File: src/rtl/dsfp_pkg.sv
// dsfp_pkg: frame constants, frame positions and the result type
// no dependencies; used by every file of the dust sensor frame parser
package dsfp_pkg;

  localparam int unsigned BYTE_W = 8;
  localparam int unsigned RAW_W  = 16;
  localparam int unsigned DUST_W = 13;
  localparam int unsigned POS_W  = 4;

  localparam logic [BYTE_W-1:0] HDR_BYTE  = 8'hAA;
  localparam logic [BYTE_W-1:0] CMD_BYTE  = 8'hC0;
  localparam logic [BYTE_W-1:0] TAIL_BYTE = 8'hAB;

  localparam logic [POS_W-1:0] POS_HDR     = 4'd0;
  localparam logic [POS_W-1:0] POS_CMD     = 4'd1;
  localparam logic [POS_W-1:0] POS_FINE_LO = 4'd2;
  localparam logic [POS_W-1:0] POS_FINE_HI = 4'd3;
  localparam logic [POS_W-1:0] POS_CRS_LO  = 4'd4;
  localparam logic [POS_W-1:0] POS_CRS_HI  = 4'd5;
  localparam logic [POS_W-1:0] POS_EXTRA0  = 4'd6;
  localparam logic [POS_W-1:0] POS_EXTRA1  = 4'd7;
  localparam logic [POS_W-1:0] POS_SUM     = 4'd8;
  localparam logic [POS_W-1:0] POS_TAIL    = 4'd9;

  // x / 10 == (x * 52429) >> 19 for every 16-bit x
  localparam int unsigned     DIV10_MUL_W = 17;
  localparam int unsigned     DIV10_SHIFT = 19;
  localparam int unsigned     DIV10_PROD_W = RAW_W + DIV10_MUL_W;
  localparam logic [DIV10_MUL_W-1:0] DIV10_MUL = 17'd52429;

  typedef struct packed {
    logic              frame_good;
    logic [DUST_W-1:0] fine_dust;
    logic [DUST_W-1:0] coarse_dust;
  } result_t;

endpackage

File: src/rtl/dsfp_if.sv
// dsfp_byte_if and dsfp_result_if: valid/ready channels of the frame parser
// depends on dsfp_pkg
interface dsfp_byte_if import dsfp_pkg::*; ();
  logic              valid;
  logic              ready;
  logic [BYTE_W-1:0] rx_byte;

  modport source (output valid, output rx_byte, input ready);
  modport sink (input valid, input rx_byte, output ready);
endinterface

interface dsfp_result_if import dsfp_pkg::*; ();
  logic              valid;
  logic              ready;
  logic              frame_good;
  logic [DUST_W-1:0] fine_dust;
  logic [DUST_W-1:0] coarse_dust;

  modport source (output valid, output frame_good, output fine_dust, output coarse_dust,
                  input ready);
  modport sink (input valid, input frame_good, input fine_dust, input coarse_dust,
                output ready);
endinterface

File: src/rtl/dsfp_div10.sv
// dsfp_div10: registered divide by ten of a 16-bit reading
// reciprocal multiply; depends on dsfp_pkg
module dsfp_div10 import dsfp_pkg::*; (
  input  logic              clk,
  input  logic [RAW_W-1:0]  raw,
  output logic [DUST_W-1:0] quot
);

  logic [DIV10_PROD_W-1:0] prod;

  assign prod = {{DIV10_MUL_W{1'b0}}, raw} * {{RAW_W{1'b0}}, DIV10_MUL};

  always_ff @(posedge clk) begin
    quot <= prod[DIV10_SHIFT +: DUST_W];
  end

endmodule

File: src/rtl/dsfp_parser.sv
// dsfp_parser: frame position tracking, checksum and result building
// depends on dsfp_pkg and dsfp_div10
module dsfp_parser import dsfp_pkg::*; (
  input  logic              clk,
  input  logic              rst,
  input  logic              accept,
  input  logic [BYTE_W-1:0] rx_byte,
  output logic              emit,
  output result_t           res
);

  logic [POS_W-1:0]  position;
  logic [POS_W-1:0]  position_next;
  logic [BYTE_W-1:0] sum_acc;
  logic [BYTE_W-1:0] sum_acc_next;
  logic              sum_matched;
  logic              sum_matched_next;
  logic [RAW_W-1:0]  fine_raw;
  logic [RAW_W-1:0]  fine_raw_next;
  logic [RAW_W-1:0]  coarse_raw;
  logic [RAW_W-1:0]  coarse_raw_next;
  logic [DUST_W-1:0] fine_q;
  logic [DUST_W-1:0] coarse_q;
  logic [POS_W-1:0]  pos;

  // quotients settle several transactions before the tail byte can arrive
  dsfp_div10 u_div_fine (.clk(clk), .raw(fine_raw), .quot(fine_q));
  dsfp_div10 u_div_coarse (.clk(clk), .raw(coarse_raw), .quot(coarse_q));

  always_comb begin
    pos              = (position > POS_TAIL) ? POS_HDR : position;
    position_next    = pos + POS_W'(1);
    sum_acc_next     = sum_acc;
    sum_matched_next = sum_matched;
    fine_raw_next    = fine_raw;
    coarse_raw_next  = coarse_raw;
    emit             = 1'b0;
    res              = '0;
    case (pos)
      POS_HDR: begin
        if (rx_byte != HDR_BYTE) begin
          emit = 1'b1;
        end
      end
      POS_CMD: begin
        if (rx_byte != CMD_BYTE) begin
          emit = 1'b1;
        end
      end
      POS_FINE_LO: begin
        fine_raw_next = {{(RAW_W-BYTE_W){1'b0}}, rx_byte};
        sum_acc_next  = rx_byte;
      end
      POS_FINE_HI: begin
        fine_raw_next = {rx_byte, fine_raw[BYTE_W-1:0]};
        sum_acc_next  = sum_acc + rx_byte;
      end
      POS_CRS_LO: begin
        coarse_raw_next = {{(RAW_W-BYTE_W){1'b0}}, rx_byte};
        sum_acc_next    = sum_acc + rx_byte;
      end
      POS_CRS_HI: begin
        coarse_raw_next = {rx_byte, coarse_raw[BYTE_W-1:0]};
        sum_acc_next    = sum_acc + rx_byte;
      end
      POS_EXTRA0, POS_EXTRA1: begin
        sum_acc_next = sum_acc + rx_byte;
      end
      POS_SUM: begin
        if (rx_byte != sum_acc) begin
          emit = 1'b1;
        end else begin
          sum_matched_next = 1'b1;
        end
      end
      default: begin
        position_next = POS_HDR;
        if (rx_byte != TAIL_BYTE) begin
          emit = 1'b1;
        end else if (sum_matched) begin
          emit            = 1'b1;
          res.frame_good  = 1'b1;
          res.fine_dust   = fine_q;
          res.coarse_dust = coarse_q;
        end
      end
    endcase
    // rejection or frame end restarts the parser
    if (emit || position_next == POS_HDR) begin
      position_next    = POS_HDR;
      sum_acc_next     = '0;
      sum_matched_next = 1'b0;
    end
  end

  always_ff @(posedge clk) begin
    if (rst) begin
      position    <= POS_HDR;
      sum_acc     <= '0;
      sum_matched <= 1'b0;
      fine_raw    <= '0;
      coarse_raw  <= '0;
    end else if (accept) begin
      position    <= position_next;
      sum_acc     <= sum_acc_next;
      sum_matched <= sum_matched_next;
      fine_raw    <= fine_raw_next;
      coarse_raw  <= coarse_raw_next;
    end
  end

endmodule

File: src/rtl/dsfp_out_buf.sv
// dsfp_out_buf: two-entry result buffer between parser and result channel
// depends on dsfp_pkg
module dsfp_out_buf import dsfp_pkg::*; (
  input  logic    clk,
  input  logic    rst,
  input  logic    push,
  input  result_t push_data,
  output logic    has_room,
  output logic    valid,
  input  logic    ready,
  output result_t data
);

  result_t    ent [2];
  logic       wr_ptr;
  logic       rd_ptr;
  logic [1:0] count;
  logic       pop;

  assign has_room = (count != 2'd2);
  assign valid    = (count != 2'd0);
  assign data     = ent[rd_ptr];
  assign pop      = valid && ready;

  always_ff @(posedge clk) begin
    if (push) begin
      ent[wr_ptr] <= push_data;
    end
  end

  always_ff @(posedge clk) begin
    if (rst) begin
      wr_ptr <= 1'b0;
      rd_ptr <= 1'b0;
      count  <= 2'd0;
    end else begin
      if (push) begin
        wr_ptr <= ~wr_ptr;
      end
      if (pop) begin
        rd_ptr <= ~rd_ptr;
      end
      count <= count + {1'b0, push} - {1'b0, pop};
    end
  end

endmodule

File: src/rtl/dust_sensor_frame_parser.sv
// channel   direction  payload
// rx        in         rx_byte (8 bits)
// frame     out        frame_good (1), fine_dust (13), coarse_dust (13)
//
// one byte per cycle while the result buffer has room; each byte is settled in the cycle it is accepted
// the byte that ends or rejects a frame pushes its result into the buffer, which registers it for frame
// two-entry result buffer: rx stalls only while both entries wait on frame
// rst is synchronous and returns the parser to the header position
// top level of the dust sensor frame parser; depends on dsfp_pkg, dsfp_if,
// dsfp_parser, dsfp_out_buf
module dust_sensor_frame_parser import dsfp_pkg::*; (
  input  logic         clk,
  input  logic         rst,
  dsfp_byte_if.sink    rx,
  dsfp_result_if.source frame
);

  logic    accept;
  logic    emit;
  logic    has_room;
  result_t res;
  result_t out_data;

  assign rx.ready = has_room;
  assign accept   = rx.valid && has_room;

  dsfp_parser u_parser (
    .clk     (clk),
    .rst     (rst),
    .accept  (accept),
    .rx_byte (rx.rx_byte),
    .emit    (emit),
    .res     (res)
  );

  dsfp_out_buf u_out_buf (
    .clk       (clk),
    .rst       (rst),
    .push      (accept && emit),
    .push_data (res),
    .has_room  (has_room),
    .valid     (frame.valid),
    .ready     (frame.ready),
    .data      (out_data)
  );

  assign frame.frame_good  = out_data.frame_good;
  assign frame.fine_dust   = out_data.fine_dust;
  assign frame.coarse_dust = out_data.coarse_dust;

endmodule

File: src/flat_wrapper.sv
// flat-port wrapper written by rule: the top's interface ports become plain ports
module dust_sensor_frame_parser_flat import dsfp_pkg::*;
  (clk, rst, rx_valid, rx_rx_byte, rx_ready, frame_valid, frame_frame_good, frame_fine_dust, frame_coarse_dust, frame_ready);
  dsfp_byte_if rx_i ();
  dsfp_result_if frame_i ();
  input  logic clk;
  input  logic rst;
  input wire logic [$bits(rx_i.valid)-1:0] rx_valid;
  input wire logic [$bits(rx_i.rx_byte)-1:0] rx_rx_byte;
  output wire logic [$bits(rx_i.ready)-1:0] rx_ready;
  output wire logic [$bits(frame_i.valid)-1:0] frame_valid;
  output wire logic [$bits(frame_i.frame_good)-1:0] frame_frame_good;
  output wire logic [$bits(frame_i.fine_dust)-1:0] frame_fine_dust;
  output wire logic [$bits(frame_i.coarse_dust)-1:0] frame_coarse_dust;
  input wire logic [$bits(frame_i.ready)-1:0] frame_ready;
  assign rx_i.valid = rx_valid;
  assign rx_i.rx_byte = rx_rx_byte;
  assign rx_ready = rx_i.ready;
  assign frame_valid = frame_i.valid;
  assign frame_frame_good = frame_i.frame_good;
  assign frame_fine_dust = frame_i.fine_dust;
  assign frame_coarse_dust = frame_i.coarse_dust;
  assign frame_i.ready = frame_ready;
  dust_sensor_frame_parser u_core (.clk(clk), .rst(rst), .rx(rx_i), .frame(frame_i));
endmodule
File: config.mk
export PLATFORM = sky130hd
export DESIGN_NAME = dust_sensor_frame_parser_flat
export DESIGN_NICKNAME = d
export VERILOG_FILES = /design/src/rtl/dsfp_pkg.sv /design/src/rtl/dsfp_if.sv /design/src/rtl/dsfp_div10.sv /design/src/rtl/dsfp_parser.sv /design/src/rtl/dsfp_out_buf.sv /design/src/rtl/dust_sensor_frame_parser.sv /design/src/flat_wrapper.sv
export SDC_FILE = /design/constraint.sdc
export NUM_CORES = 1
export LEC_CHECK = 0
export ABC_AREA = 0
export BUFFER_PORTS_ARGS = -buffer_cell sky130_fd_sc_hd__buf_2
export CAP_MARGIN = 10
export CORE_MARGIN = 2
export CORE_UTILIZATION = 65
export DETAILED_ROUTE_END_ITERATION = 16
export PLACE_DENSITY = 0.83
export SLEW_MARGIN = 20
export SYNTH_ARGS = -nofsm -noshare
export SYNTH_HDL_FRONTEND = slang
export SYNTH_SLANG_ARGS = --single-unit
File: constraint.sdc
create_clock -name clk -period 7.35 [get_ports clk]
set_clock_uncertainty 0.15 [all_clocks]
set_input_delay 0 -clock clk [delete_from_list [all_inputs] [get_ports clk]]
set_output_delay 0 -clock clk [all_outputs]
set_load 0.01 [all_outputs]
==> impl_metrics.ini <==
[run_status]
status = completed

[finish]
total_number_of_nets_in_the_final_design = 1788
antenna_cells = 0
drive_gt1_share_pct = 9.077
area_delta_synth_final_pct = 8.396
cell_count_final_fillers_out = 1630

[route]
remaining_drc_errors = 0
detail_route.first_pass.iterations = 6
vias_per_cell = 5.648
detail_route.wl_per_cell_um = 18.29
finalWirelength_mm = 29.81
drt_first_iter_violations = 540
via_count = 9206
post_detailed_route_count_of_antenna_violating_nets = 0

[grt]
grt_start_max_net_pins = 46
grt_util_all_layers_pct = 28.26
overflow = 0
global_route_wire_length_before_repair_mm = 49.40
number_of_global_route_vias_before_repair = 9964
antenna_found_initial = 0

[cts]
tritoncts = yes
htree_levels = 4
cts_resized = 0
cts.path.max_buffers = 2
cts.repair_timing.setup_buffer_count = 0
cts_made_buffers = 17
ctsRootBufferMaster = clkbuf_16
worst_skew_pair.late_latency_ns = 0.42
cts_hold_buf = 10
clock-sinks = 130
clk_transition_reported_paths_ns = 0.06

[logic_synthesis]
ys_top_cells_by_area = ha_1 (25%), fa_1 (23%), edfxtp_1 (12%), dfxtp_1 (11%), inv_1 (7.3%)
syn_inst = 1290
synthFlopType = dfxtp_1
synth.ff_latch_count = 130
async_reset_ff_share_pct = 0
synth-edff-count = 54
synth.cell_area_um2 = 13840
synth_common_cells = ha_1 (275), inv_1 (268), fa_1 (159)
synth-seq-area-share_pct = 22.70
synth.lib_cells_used.distinct = 65
synthDominantCellAreaShare_pct = 24.85
synthesis.yosys.warnings = 0
syn_area_per_cell_um2 = 10.73
yosysMostFrequentCell = ha_1
synth.largest_area_cell = ha_1
postSynthNetCount = 1736

[timing]
setup_violation_total_in_the_final_timing_report = 0
fmaxAchievable_ghz = 0.1722
final.period_utilization_pct = 79.00
worst_slack_ns = 1.544
timing_worst_slew_pin_value_ns = 0.8656
post-route-min-period_ns = 5.806
timing.final.hold_violations = 0
slew-limit-headroom_pct = 41.85
final-max-slew-violation-count = 0
rsz_0062_raised_after_global_routing = false
finalSetupTns_ns = 0

[floorplan]
start_util_pct = 66.07
floorplan.io_pins = 41
chipHeight_um = 149.9
die_width_um = 149.9
floorplan.die_area_um2 = 22480
core_area_um2 = 20960
row_count = 53

[setup_path]
timing.critical_path.cells = ha_1 -> xor2_1 -> ha_1 -> fa_1 -> inv_1 -> fa_1 -> inv_1 -> fa_1 -> inv_1 -> fa_1 -> inv_1 -> ha_1 -> a21oi_1 -> o21a_1 -> or3b_2 -> a31oi_1 -> nor2_1 -> a21oi_1 -> o21bai_1 -> xor2_1
critPathTopFamily = adder cells
crit_path_end_kind = flip-flop
cp_num_buf_inv = 4
timing.critical_path.arrival_ns = 5.95
cp.required_ns = 7.49
startpoint_type = flip-flop
cp_max_fo = 7
worst_path_largest_cell_delay_ns = 0.51
critical_path.slowest_cell = dfxtp_1
timing_worst_setup_path_type = flip-flop to flip-flop

[flow_run]
total_of_max_cap_violations = 0

[place]
dpl.hpwl_mm = 23.95
placed_cells = 1588
globalplace.congestion = 0.9360
pre_cts_slack_ns = 1.627
port_buffers = 40

[min_path]
tightest_hold_check_type = primary input to flip-flop

[pwr]
ir_drop_v = 0.0002264
leakage_nw = 8.240
power-per-cell-area_nw_per_um2 = 130.1
fin_total_pwr_mw = 1.953
## cell families (layout without fill, tap and decap cells)
logic type,after synthesis,after routing,share of synthesized area (%)
xor+xnor,53,53,3.353
simple gates,196,196,7.420
fa+ha+maj,434,434,47.84
mux,51,51,3.931
compound gates,137,137,6.796
flops,130,130,22.70
buf+inv,289,354,7.953
## stage by stage
stage                     hold WS [ns]  area [um^2]  util [%]
final                          0.01026        15010     71.61
after global routing           0.05550        15010     71.61
after CTS                     0.001745        15010     71.61
after detailed placement        0.2655        14320     68.35
after global placement          0.2593        14320     68.35
after floorplan              -0.006057        13840         -
## where the power goes
group | total, mW | switching [mW] | internal, mW
clock network | 0.834 | 0.348 | 0.486
registers | 0.851 | 0.0363 | 0.815
logic | 0.267 | 0.139 | 0.128
## cell type report
class | instances | area, um^2
Inverter | 269 | 1010
Clock inverter | 14 | 143.9
Timing Repair Buffer | 53 | 322.8
Fill cell | 1537 | 5948
Multi-Input combinational cell | 871 | 9603
Sequential cell | 130 | 3144
Clock buffer | 18 | 439.2
Tap cell | 275 | 344.1
## metal layers
layer  track usage, %  share of wire (%)
met3            3.841                5.0
met4            7.689                1.9
met1            37.23                 44
met2            49.16                 49
met5                0                  0
## flip-flops by register name (all words and copies together) (netlist names), 2 cells and up, named ones only
register	flops
u_core.u_out_buf.ent	54
u_core.u_parser.coarse_raw	16
u_core.u_parser.fine_raw	16
u_core.u_parser.u_div_coarse.quot	13
u_core.u_parser.u_div_fine.quot	13
u_core.u_parser.sum_acc	8
u_core.u_parser.position	4
u_core.u_out_buf.count	2
## path summary, 6_finish.rpt
check	startpoint	end	slack (ns)	cells past startpoint
hold reg to reg	u_core.u_parser.sum_acc[4]$_SDFFE_PP0P_	u_core.u_parser.sum_acc[4]$_SDFFE_PP0P_	0.30	2
setup reg to reg	u_core.u_parser.fine_raw[5]$_SDFFE_PP0P_	u_core.u_parser.u_div_fine.quot[5]$_DFF_P_	1.54	20
hold / removal	rst	u_core.u_parser.coarse_raw[4]$_SDFFE_PP0P_	0.01	2
setup / recovery	u_core.u_parser.fine_raw[5]$_SDFFE_PP0P_	u_core.u_parser.u_div_fine.quot[5]$_DFF_P_	1.54	20
## cell usage in the layout (no fill, tap or decap), drive strengths merged, types with 6 or more instances in the layout
cell and instances:
inv 277, a22oi 16, o21ai 27, nor4 6
mux2i 24, nor2 63, a31oi 6, and3 7
nand2 33, buf 43, clkbuf 18, a21o 15
mux2 27, xor2 23, nor3 10, nand3 11
xnor2 30, fa 159, dfxtp 76, and2 31
a21oi 40, ha 275, o21a 8, dlygate4sd3 10
edfxtp 54
No activity file was read; power rests on OpenSTA's default activity.
